**src/hdl/rfp_pkg.sv**
```systemverilog
package rfp_pkg;

  // default frame length in bytes, header through tail
  localparam int FRAME_LEN_DEF = 14;

  // frame marks and message id
  localparam logic [7:0] MARK_HEAD = 8'hAA;
  localparam logic [7:0] MARK_TAIL = 8'h55;
  localparam logic [7:0] ID_HIGH   = 8'h0C;
  localparam logic [7:0] ID_LOW    = 8'h07;

  // offsets that turn raw bytes into scaled units
  localparam logic [8:0]  RCS_OFS   = 9'd100;
  localparam logic [11:0] SPEED_OFS = 12'd700;
  localparam logic [8:0]  SNR_OFS   = 9'd127;

  // result word, first member in the highest bits so target_index sits at bit 0
  typedef struct packed {
    logic signed [8:0]  snr_level;
    logic signed [11:0] speed_units;
    logic        [1:0]  roll_count;
    logic signed [15:0] range_cm;
    logic signed [8:0]  rcs_half_db;
    logic        [7:0]  target_index;
  } rfp_result_t;

  localparam int RESULT_W = $bits(rfp_result_t);

endpackage

```
**src/hdl/rfp_decode.sv**
```systemverilog
module rfp_decode
  import rfp_pkg::*;
#(
  parameter int FRAME_LEN = FRAME_LEN_DEF
) (
  input  logic [7:0]  frame [FRAME_LEN],
  output logic        frame_ok,
  output rfp_result_t result
);

  // header, message id and tail check
  assign frame_ok = (frame[0] == MARK_HEAD) && (frame[1] == MARK_HEAD) &&
                    (frame[2] == ID_HIGH) && (frame[3] == ID_LOW) &&
                    (frame[FRAME_LEN-2] == MARK_TAIL) &&
                    (frame[FRAME_LEN-1] == MARK_TAIL);

  // field extraction and offset removal
  always_comb begin
    result.target_index = frame[4];
    result.rcs_half_db  = $signed({1'b0, frame[5]} - RCS_OFS);
    result.range_cm     = $signed({frame[6], frame[7]});
    result.roll_count   = frame[9][7:6];
    result.speed_units  = $signed({1'b0, frame[9][2:0], frame[10]} - SPEED_OFS);
    result.snr_level    = $signed({1'b0, frame[11]} - SNR_OFS);
  end

endmodule

```
**src/hdl/radar_frame_parser.sv**
```systemverilog
// channel | dir | tdata fields, lowest bit up
// in_     | in  | rx_byte[7:0]
// out_    | out | target_index[7:0], rcs_half_db[16:8], range_cm[32:17],
//         |     | roll_count[34:33], speed_units[46:35], snr_level[55:47]
//
// one byte per cycle while in_tready is high; the closing byte of a good frame
// shows its result on out_ in the next cycle, set by the single output register
// rst_n (synchronous) closes any open frame and drops a pending word
// in_tready only falls when a word waits on out_ and the next byte
// could close a frame; other bytes are taken while out_ is stalled
module radar_frame_parser
  import rfp_pkg::*;
#(
  parameter int FRAME_LEN = FRAME_LEN_DEF
) (
  input  logic                clk,
  input  logic                rst_n,
  input  logic                in_tvalid,
  output logic                in_tready,
  input  logic [7:0]          in_tdata,   // rx_byte
  output logic                out_tvalid,
  input  logic                out_tready,
  // target_index, rcs_half_db, range_cm, roll_count, speed_units, snr_level
  output logic [RESULT_W-1:0] out_tdata
);

  localparam int CNT_W = $clog2(FRAME_LEN);
  localparam int IDX_W = $clog2(FRAME_LEN - 1);
  localparam logic [CNT_W-1:0] LAST = CNT_W'(FRAME_LEN - 1);

  logic [CNT_W-1:0] fill_r, fill_nxt;
  logic [7:0]       buf_r [FRAME_LEN-1];
  logic [7:0]       frame_now [FRAME_LEN];
  logic             out_valid_r, out_valid_nxt;
  rfp_result_t      result_r, result_dec;
  logic             frame_ok;
  logic             in_acc, is_head, restart, push, close_frame, wr_en;
  logic [IDX_W-1:0] wr_idx;

  // stall input only when a closing byte could meet a waiting word
  assign in_tready = !(out_valid_r && !out_tready) || (fill_r != LAST);
  assign in_acc    = in_tvalid && in_tready;

  // byte classification against the open frame
  assign is_head     = (in_tdata == MARK_HEAD);
  assign restart     = is_head && (fill_r > CNT_W'(1));
  assign push        = !restart && (is_head || (fill_r != '0));
  assign close_frame = in_acc && push && (fill_r == LAST);
  assign wr_en       = in_acc && (restart || (push && (fill_r != LAST)));
  assign wr_idx      = restart ? '0 : fill_r[IDX_W-1:0];

  // frame as seen with the current byte in the last place
  always_comb begin
    for (int i = 0; i < FRAME_LEN - 1; i++) begin
      frame_now[i] = buf_r[i];
    end
    frame_now[FRAME_LEN-1] = in_tdata;
  end

  rfp_decode #(
    .FRAME_LEN(FRAME_LEN)
  ) u_decode (
    .frame   (frame_now),
    .frame_ok(frame_ok),
    .result  (result_dec)
  );

  // fill count next value
  always_comb begin
    fill_nxt = fill_r;
    if (in_acc) begin
      if (restart) begin
        fill_nxt = CNT_W'(1);
      end else if (close_frame) begin
        fill_nxt = '0;
      end else if (push) begin
        fill_nxt = fill_r + CNT_W'(1);
      end
    end
  end

  // output word valid next value
  always_comb begin
    out_valid_nxt = out_valid_r;
    if (out_tready) begin
      out_valid_nxt = 1'b0;
    end
    if (close_frame && frame_ok) begin
      out_valid_nxt = 1'b1;
    end
  end

  // control state
  always_ff @(posedge clk) begin
    if (!rst_n) begin
      fill_r      <= '0;
      out_valid_r <= 1'b0;
    end else begin
      fill_r      <= fill_nxt;
      out_valid_r <= out_valid_nxt;
    end
  end

  // frame buffer and result payload
  always_ff @(posedge clk) begin
    if (wr_en) begin
      buf_r[wr_idx] <= in_tdata;
    end
    if (close_frame && frame_ok) begin
      result_r <= result_dec;
    end
  end

  assign out_tvalid = out_valid_r;
  assign out_tdata  = result_r;

endmodule

```
**config.mk**
```make
export PLATFORM = sky130hd
export DESIGN_NAME = radar_frame_parser
export DESIGN_NICKNAME = d
export VERILOG_FILES = /design/src/hdl/rfp_pkg.sv /design/src/hdl/rfp_decode.sv /design/src/hdl/radar_frame_parser.sv
export SDC_FILE = /design/constraint.sdc
export NUM_CORES = 1
export LEC_CHECK = 0
export BUFFER_PORTS_ARGS = -buffer_cell sky130_fd_sc_hd__buf_2
export CAP_MARGIN = 20
export CORE_ASPECT_RATIO = 0.7
export CORE_UTILIZATION = 41
export DETAILED_ROUTE_END_ITERATION = 8
export RECOVER_POWER = 50
export SKIP_LAST_GASP = 1
export SYNTH_ARGS = -nofsm -noshare
export SYNTH_HDL_FRONTEND = slang
export SYNTH_SLANG_ARGS = --single-unit
```
**constraint.sdc**
```tcl
create_clock -name clk -period 5.7 [get_ports clk]
set_input_delay 0 -clock clk [delete_from_list [all_inputs] [get_ports clk]]
set_output_delay 0 -clock clk [all_outputs]
set_load 0.02 [all_outputs]
```
# Word-level counts from Yosys, hierarchy flattened
# Memory sizes are Yosys's and may differ from the RTL's. A register that Yosys moved wholly into a read port is not among the register bits.
# Index checks and enable logic that the tools add are counted.
[totals] latchBits=0 out_inout_bits=58 memories=1 word_cells=53 rom_bits=0 in_bits=12 regBits=37 ram_bits=104
[op_classes] reduce_logical=24 eq_ne=9 add_sub_neg=4 n_lt_le_gt_ge=1 bitwise_logic=0 div=0 n_mul=0 n_shift=0 mux=8
[mem_list] memory="buf_r" words=13 word_bits=8 read_ports=12 rd_clocked_by_memory_dff=3 write_ports=1 line_no="radar_frame_parser.sv:32" rtl="logic [7:0] buf_r [FRAME_LEN-1];"
[ops] operator="$eq A8 B8 Y1 const B" n=3
[ops] operator="$sub A8 B7 Y9 const B" n=2
[ops] operator="$eq A8 B7 Y1 const B" n=2
[ops] operator="$mux W4" n=4
[ops] operator="$logic_and A1 B1 Y1" n=14
[ops] operator="$sub A11 B10 Y12 const B" n=1
[ops] operator="$eq A8 B3 Y1 const B" n=1
[ops] operator="$eq A8 B4 Y1 const B" n=1
[ops] operator="$add A4 B1 Y4 const B" n=1
[ops] operator="$eq A4 B4 Y1 const B" n=1
[ops] operator="$gt A4 B1 Y1 const B" n=1
[ops] operator="$mux W1" n=4
[ops] operator="$ne A4 B4 Y1 const B" n=1
[ops] operator="$reduce_bool A4 Y1" n=1
[ops] operator="$logic_not A1 Y1" n=3
[ops] operator="$logic_or A1 B1 Y1" n=3
[ops] operator="$reduce_bool A3 Y1" n=1
[ops] operator="$reduce_and A2 Y1" n=1
[ops] operator="$reduce_bool A2 Y1" n=1

# Longest topological paths before layout
[depth] depth_word=9 mapped_depth=8 mapped_depth_nobuf=6

# Cells and area by module
# Synthesis repeated with hierarchy kept, for this count alone.
[unflattened] cells_unflattened=332 area_unflattened_um2=6188.4
[by_module_without_submodules] module="radar_frame_parser" cells_per_inst=235 area_per_inst_um2=5439.0 seq_area_each_um2=4904.7 n_inst=1
[by_module_without_submodules] module="rfp_decode" cells_per_inst=97 area_per_inst_um2=749.5 seq_area_each_um2=0.0 n_inst=1

# Least setup slack after synthesis
# OpenSTA, ideal clock, no wires.
[synth_path] path_type="reg-to-reg" start="reg fill_r[1]" end="reg out_tdata[0] (netlist name)" setup_slack_ns=1.242 path_buffers=2 t_required_ns=5.230 setup_ns=0.470 stages_incl_launch_ff=9 period_less_slack_ns=4.458 t_arrival_ns=3.988 cell_sequence="dfxtp_1 > clkbuf_1 > inv_1 > ha_1 > and3_4 > buf_6 > nand3_1 > or4_1 > nor2_1"
[synth_between] elab_chain_cells=7 elab_cells_between_ends=13 classes_between="1 x order compare; 2 x eq/ne; 10 x reduce/logical"
[synth_rtl] item="start, declared" line_no="radar_frame_parser.sv:31" rtl="logic [CNT_W-1:0] fill_r, fill_nxt;"
[synth_rtl] item="start signal, assigned" line_no="radar_frame_parser.sv:99" rtl="fill_r <= fill_nxt;"
[synth_rtl] item="$gt A4 B1 Y1" line_no="radar_frame_parser.sv:46" rtl="assign restart = is_head && (fill_r > CNT_W'(1));"
[synth_rtl] item="$logic_and A1 B1 Y1" line_no="radar_frame_parser.sv:46"
[synth_rtl] item="$logic_not A1 Y1" line_no="radar_frame_parser.sv:47" rtl="assign push = !restart && (is_head || (fill_r != '0));"
[synth_rtl] item="$logic_and A1 B1 Y1" line_no="radar_frame_parser.sv:47"
[synth_rtl] item="$logic_and A1 B1 Y1" line_no="radar_frame_parser.sv:48" rtl="assign close_frame = in_acc && push && (fill_r == LAST);"
[synth_rtl] item="$logic_and A1 B1 Y1 (*)" line_no="radar_frame_parser.sv:48"
[synth_rtl] item="$logic_and A1 B1 Y1 (*)" line_no="radar_frame_parser.sv:109" rtl="if (close_frame && frame_ok) begin"
# Every way passes the cells marked *; elsewhere a longest branch is shown, timed or not.
# A chain may end at the register's enable or synchronous reset.

# Worst setup path in the final report
[layout_path] start="reg fill_r[1]" end="reg result_r, in the netlist out_tdata[46] (enable)"
[layout_between] elab_chain_cells=7 elab_cells_between_ends=13 classes_between="1 x order compare; 2 x eq/ne; 10 x reduce/logical"
[layout_rtl] item="$gt A4 B1 Y1" line_no="radar_frame_parser.sv:46"
[layout_rtl] item="$logic_and A1 B1 Y1" line_no="radar_frame_parser.sv:46"
[layout_rtl] item="$logic_not A1 Y1" line_no="radar_frame_parser.sv:47"
[layout_rtl] item="$logic_and A1 B1 Y1" line_no="radar_frame_parser.sv:47"
[layout_rtl] item="$logic_and A1 B1 Y1" line_no="radar_frame_parser.sv:48"
[layout_rtl] item="$logic_and A1 B1 Y1 (*)" line_no="radar_frame_parser.sv:48"
[layout_rtl] item="$logic_and A1 B1 Y1 (*)" line_no="radar_frame_parser.sv:109"
[layout_rtl] item="end signal, assigned" line_no="radar_frame_parser.sv:110" rtl="result_r <= result_dec;"
[layout_rtl] item="end, declared" line_no="radar_frame_parser.sv:35" rtl="rfp_result_t result_r, result_dec;"
# Marks and branches as above.

==> out/qor.txt <==
RSZ-0062 raised after global routing = false
Slew @ Worst Pin = 1.04 ns
Share of cells above drive strength 1 = 13.3%
Mapped Area = 5540 sq um
Hold-fix buffers, CTS = 3
Antenna violations before repair = 0
DIE HEIGHT = 99.3 microns
Cell count after synthesis = 291
Internal Power = 1.97 mW
Yosys warns = 0
Hold WC Path Type = input pin to flip-flop
GRT overflow = 0
Flops & latches, synth = 154
Status = completed
Final #Nets = 406
DIE AREA = 14000 sq um
CTS buffer count = 17
Skew-Pair Late Insertion Delay = 0.42 ns
HPWL after detailed placement = 6.18 mm
Antenna-violating nets left = 0
Min Tclk post-route = 3.13 ns
# Max-Cap Violations = 0
Clock Skews = 0.0175 ns
ANT cells = 0
# rows = 35
CTS H-Tree Depth = 4
Core area = 13200 sq um
DR vias = 2888
Seq pwr share = 50.7%
1st-iter DRT viols = 192
Clock sink count = 154
Worst-case clock buffer depth = 2
Achievable Freq = 319 MHz
Crit path kind = flip-flop to flip-flop
Asr flop ratio synth = 0%
CTS resizes = 0
Placer congestion estimate = 0.849
Largest net degree at the start of global routing = 39
First drt pass iteration count = 4
Root Buffer = clkbuf_16
Die width = 141 microns
Tot Pwr = 2.43 mW
# port buffers = 69
Fin. Hold Viols = 0
Tcrit/Tclk final = 54.9%
VDD IR max = 0.000215 V
# setup viols final = 0
Residual DRC count = 0
Area grow syn2layout = 21.4%
CP required = 5.75 ns
Initial Util = 42.0%
Vias in the first global route = 2885
CP Launch Type = flip-flop
Comb power frac = 1.1%
Post-CTS Setup Inserts = 0
CTS tree = yes
Routed wire length = 10.3 mm
Total negative setup slack = 0 ns
Fill cells = 1123
Setup WS pre-CTS = 2.59 ns
Max transition margin = 30.4%
Syn_nets = 310
P per Cell Area = 362 nW/um^2
Kind of end point of the critical path = flip-flop
Util after Layout = 51.0%
Post-synth top flop = edfxtp_1
Slew Viols, Final = 0
Worst-path maximum fanout = 38
Mean Syn Cell Area = 19.0 sq um
First-pass GRT wire length = 15.8 mm
EDFF count, synth = 149
Cell variety after synth = 45
Clk pwr share = 48.2%
Net Switching = 463 uW
# IOs = 70
Switching portion of total power = 19.0%
Clk slew on worst S/H paths = 0.06 ns
Critical path data arrival time = 3.18 ns
Per-cell routed wire length = 17.6 microns
Fin worst setup slack = 2.57 ns
Vias per cell = 4.94
Leakage = 2.17 nW
Sequential cell area fraction in the yosys report = 82.6%
Total Routing Usage GR = 15.7%
[layout make-up]
class	count	area (sq um)	share of cell area, %
flip-flops and latches	154	4570	68.0
multi-input cells	124	906	13.5
clock buffers	17	425	6.32
repair buffers	81	358	5.32
well taps	185	231	3.44
clock inverters	15	198	2.94
inverters	9	33.8	0.502
[cell usage in the layout (no fill, tap or decap), types with 9 or more instances in the layout]
master	Yosys	final
edfxtp_1	149	149
inv_1	9	9
nor3_1	11	11
buf_2	0	12
xnor2_1	9	9
clkbuf_16	0	17
nand2_1	13	13
clkbuf_1	1	60
[power by group through the flow]
stage | Combinational [mW] | Clock (mW) | Sequential, mW
3_3_place_gp | 0.0266 | 0 | 1.26
2_1_floorplan | 0.00445 | 0 | 1.26
5_1_grt | 0.0290 | 1.24 | 1.23
6_report | 0.0269 | 1.17 | 1.23
3_5_place_dp | 0.0274 | 0 | 1.26
4_1_cts | 0.0282 | 1.20 | 1.23
[final timing paths]
kind,endpoint,depth (start not counted),slack (ns),startpoint
max,out_tdata[46]$_DFFE_PP_,7,2.57,fill_r[1]$_SDFFE_PN0P_
min,buf_r[0][0]$_DFFE_PP_,1,0.23,in_tdata[0]
max reg2reg,out_tdata[46]$_DFFE_PP_,7,2.57,fill_r[1]$_SDFFE_PN0P_
min reg2reg,out_tdata[28]$_DFFE_PP_,0,0.42,buf_r[6][3]$_DFFE_PP_
[worst max-delay path, cell delays in order, from the launching register on]
cell and delay [ns]:
dfxtp_1 0.40, inv_1 0.18, ha_1 0.27, and3_4 0.25
nand3_1 0.07, or4_1 0.56, nor2_4 0.50, buf_4 0.53
[state kept, by name, summed over array words and instances, names as in the netlist]
| name | count |
|---|---|
| buf_r | 93 |
| out_tdata | 56 |
| fill_r | 4 |
| out_tvalid | 1 |
[cell families (layout without fill, tap and decap cells)]
kind of cell / after synthesis / after routing / share of synthesized area [%]
AOI/OAI and AO/OA: 29 / 29 / 3.75
xor gates and xnor gates: 16 / 16 / 2.53
adders and majority gates: 7 / 7 / 1.58
buffers and inverters: 13 / 122 / 1.22
DFF: 154 / 154 / 82.6
and+or+nand+nor: 72 / 72 / 8.36
[metal layers]
layer / wire length, microns / track usage, % / part of all wire (%) / vias up
met2: 4470 / 22.7 / 43 / 89
met3: 616 / 4.43 / 6.0 / 12
met5: 0 / 0 / 0 / -
met4: 114 / 7.78 / 1.1 / 0
li1: - / - / - / 1350
met1: 5080 / 22.0 / 49 / 1437
[per-stage QoR]
step | hold slack (ns) | instances | cell area, sq um
detailed placement | 0.304 | 544 | 6110
floorplan | 0.0989 | 291 | 5540
CTS | 0.00130 | 579 | 6770
finish | 0.232 | 585 | 6730
global route | 0.243 | 585 | 6730
global placement | 0.306 | 544 | 6110
[synthesized netlist by cell type (2+ instances only)]
cell	instances	area (sq um)
nor2_1	6	22.5
edfxtp_1	149	4470
nor4bb_1	7	70.1
nand4bb_1	2	22.5
nor2b_1	2	12.5
a211oi_1	3	22.5
nand2b_1	4	25.0
nor4_1	4	25.0
dfxtp_1	5	100
and4bb_2	2	25.0
xnor2_1	9	78.8
nor3_1	11	55.1
buf_6	2	22.5
a21oi_1	7	35.0
a21boi_0	2	15.0
o21a_1	2	15.0
xor2_1	7	61.3
nand3_1	5	25.0
and4b_1	3	30.0
nand3b_1	2	15.0
nand4_1	4	25.0
ha_1	7	87.6
o21ai_0	4	20.0
inv_1	9	33.8
nand2_1	13	48.8
No activity file was read; power rests on OpenSTA's default activity.
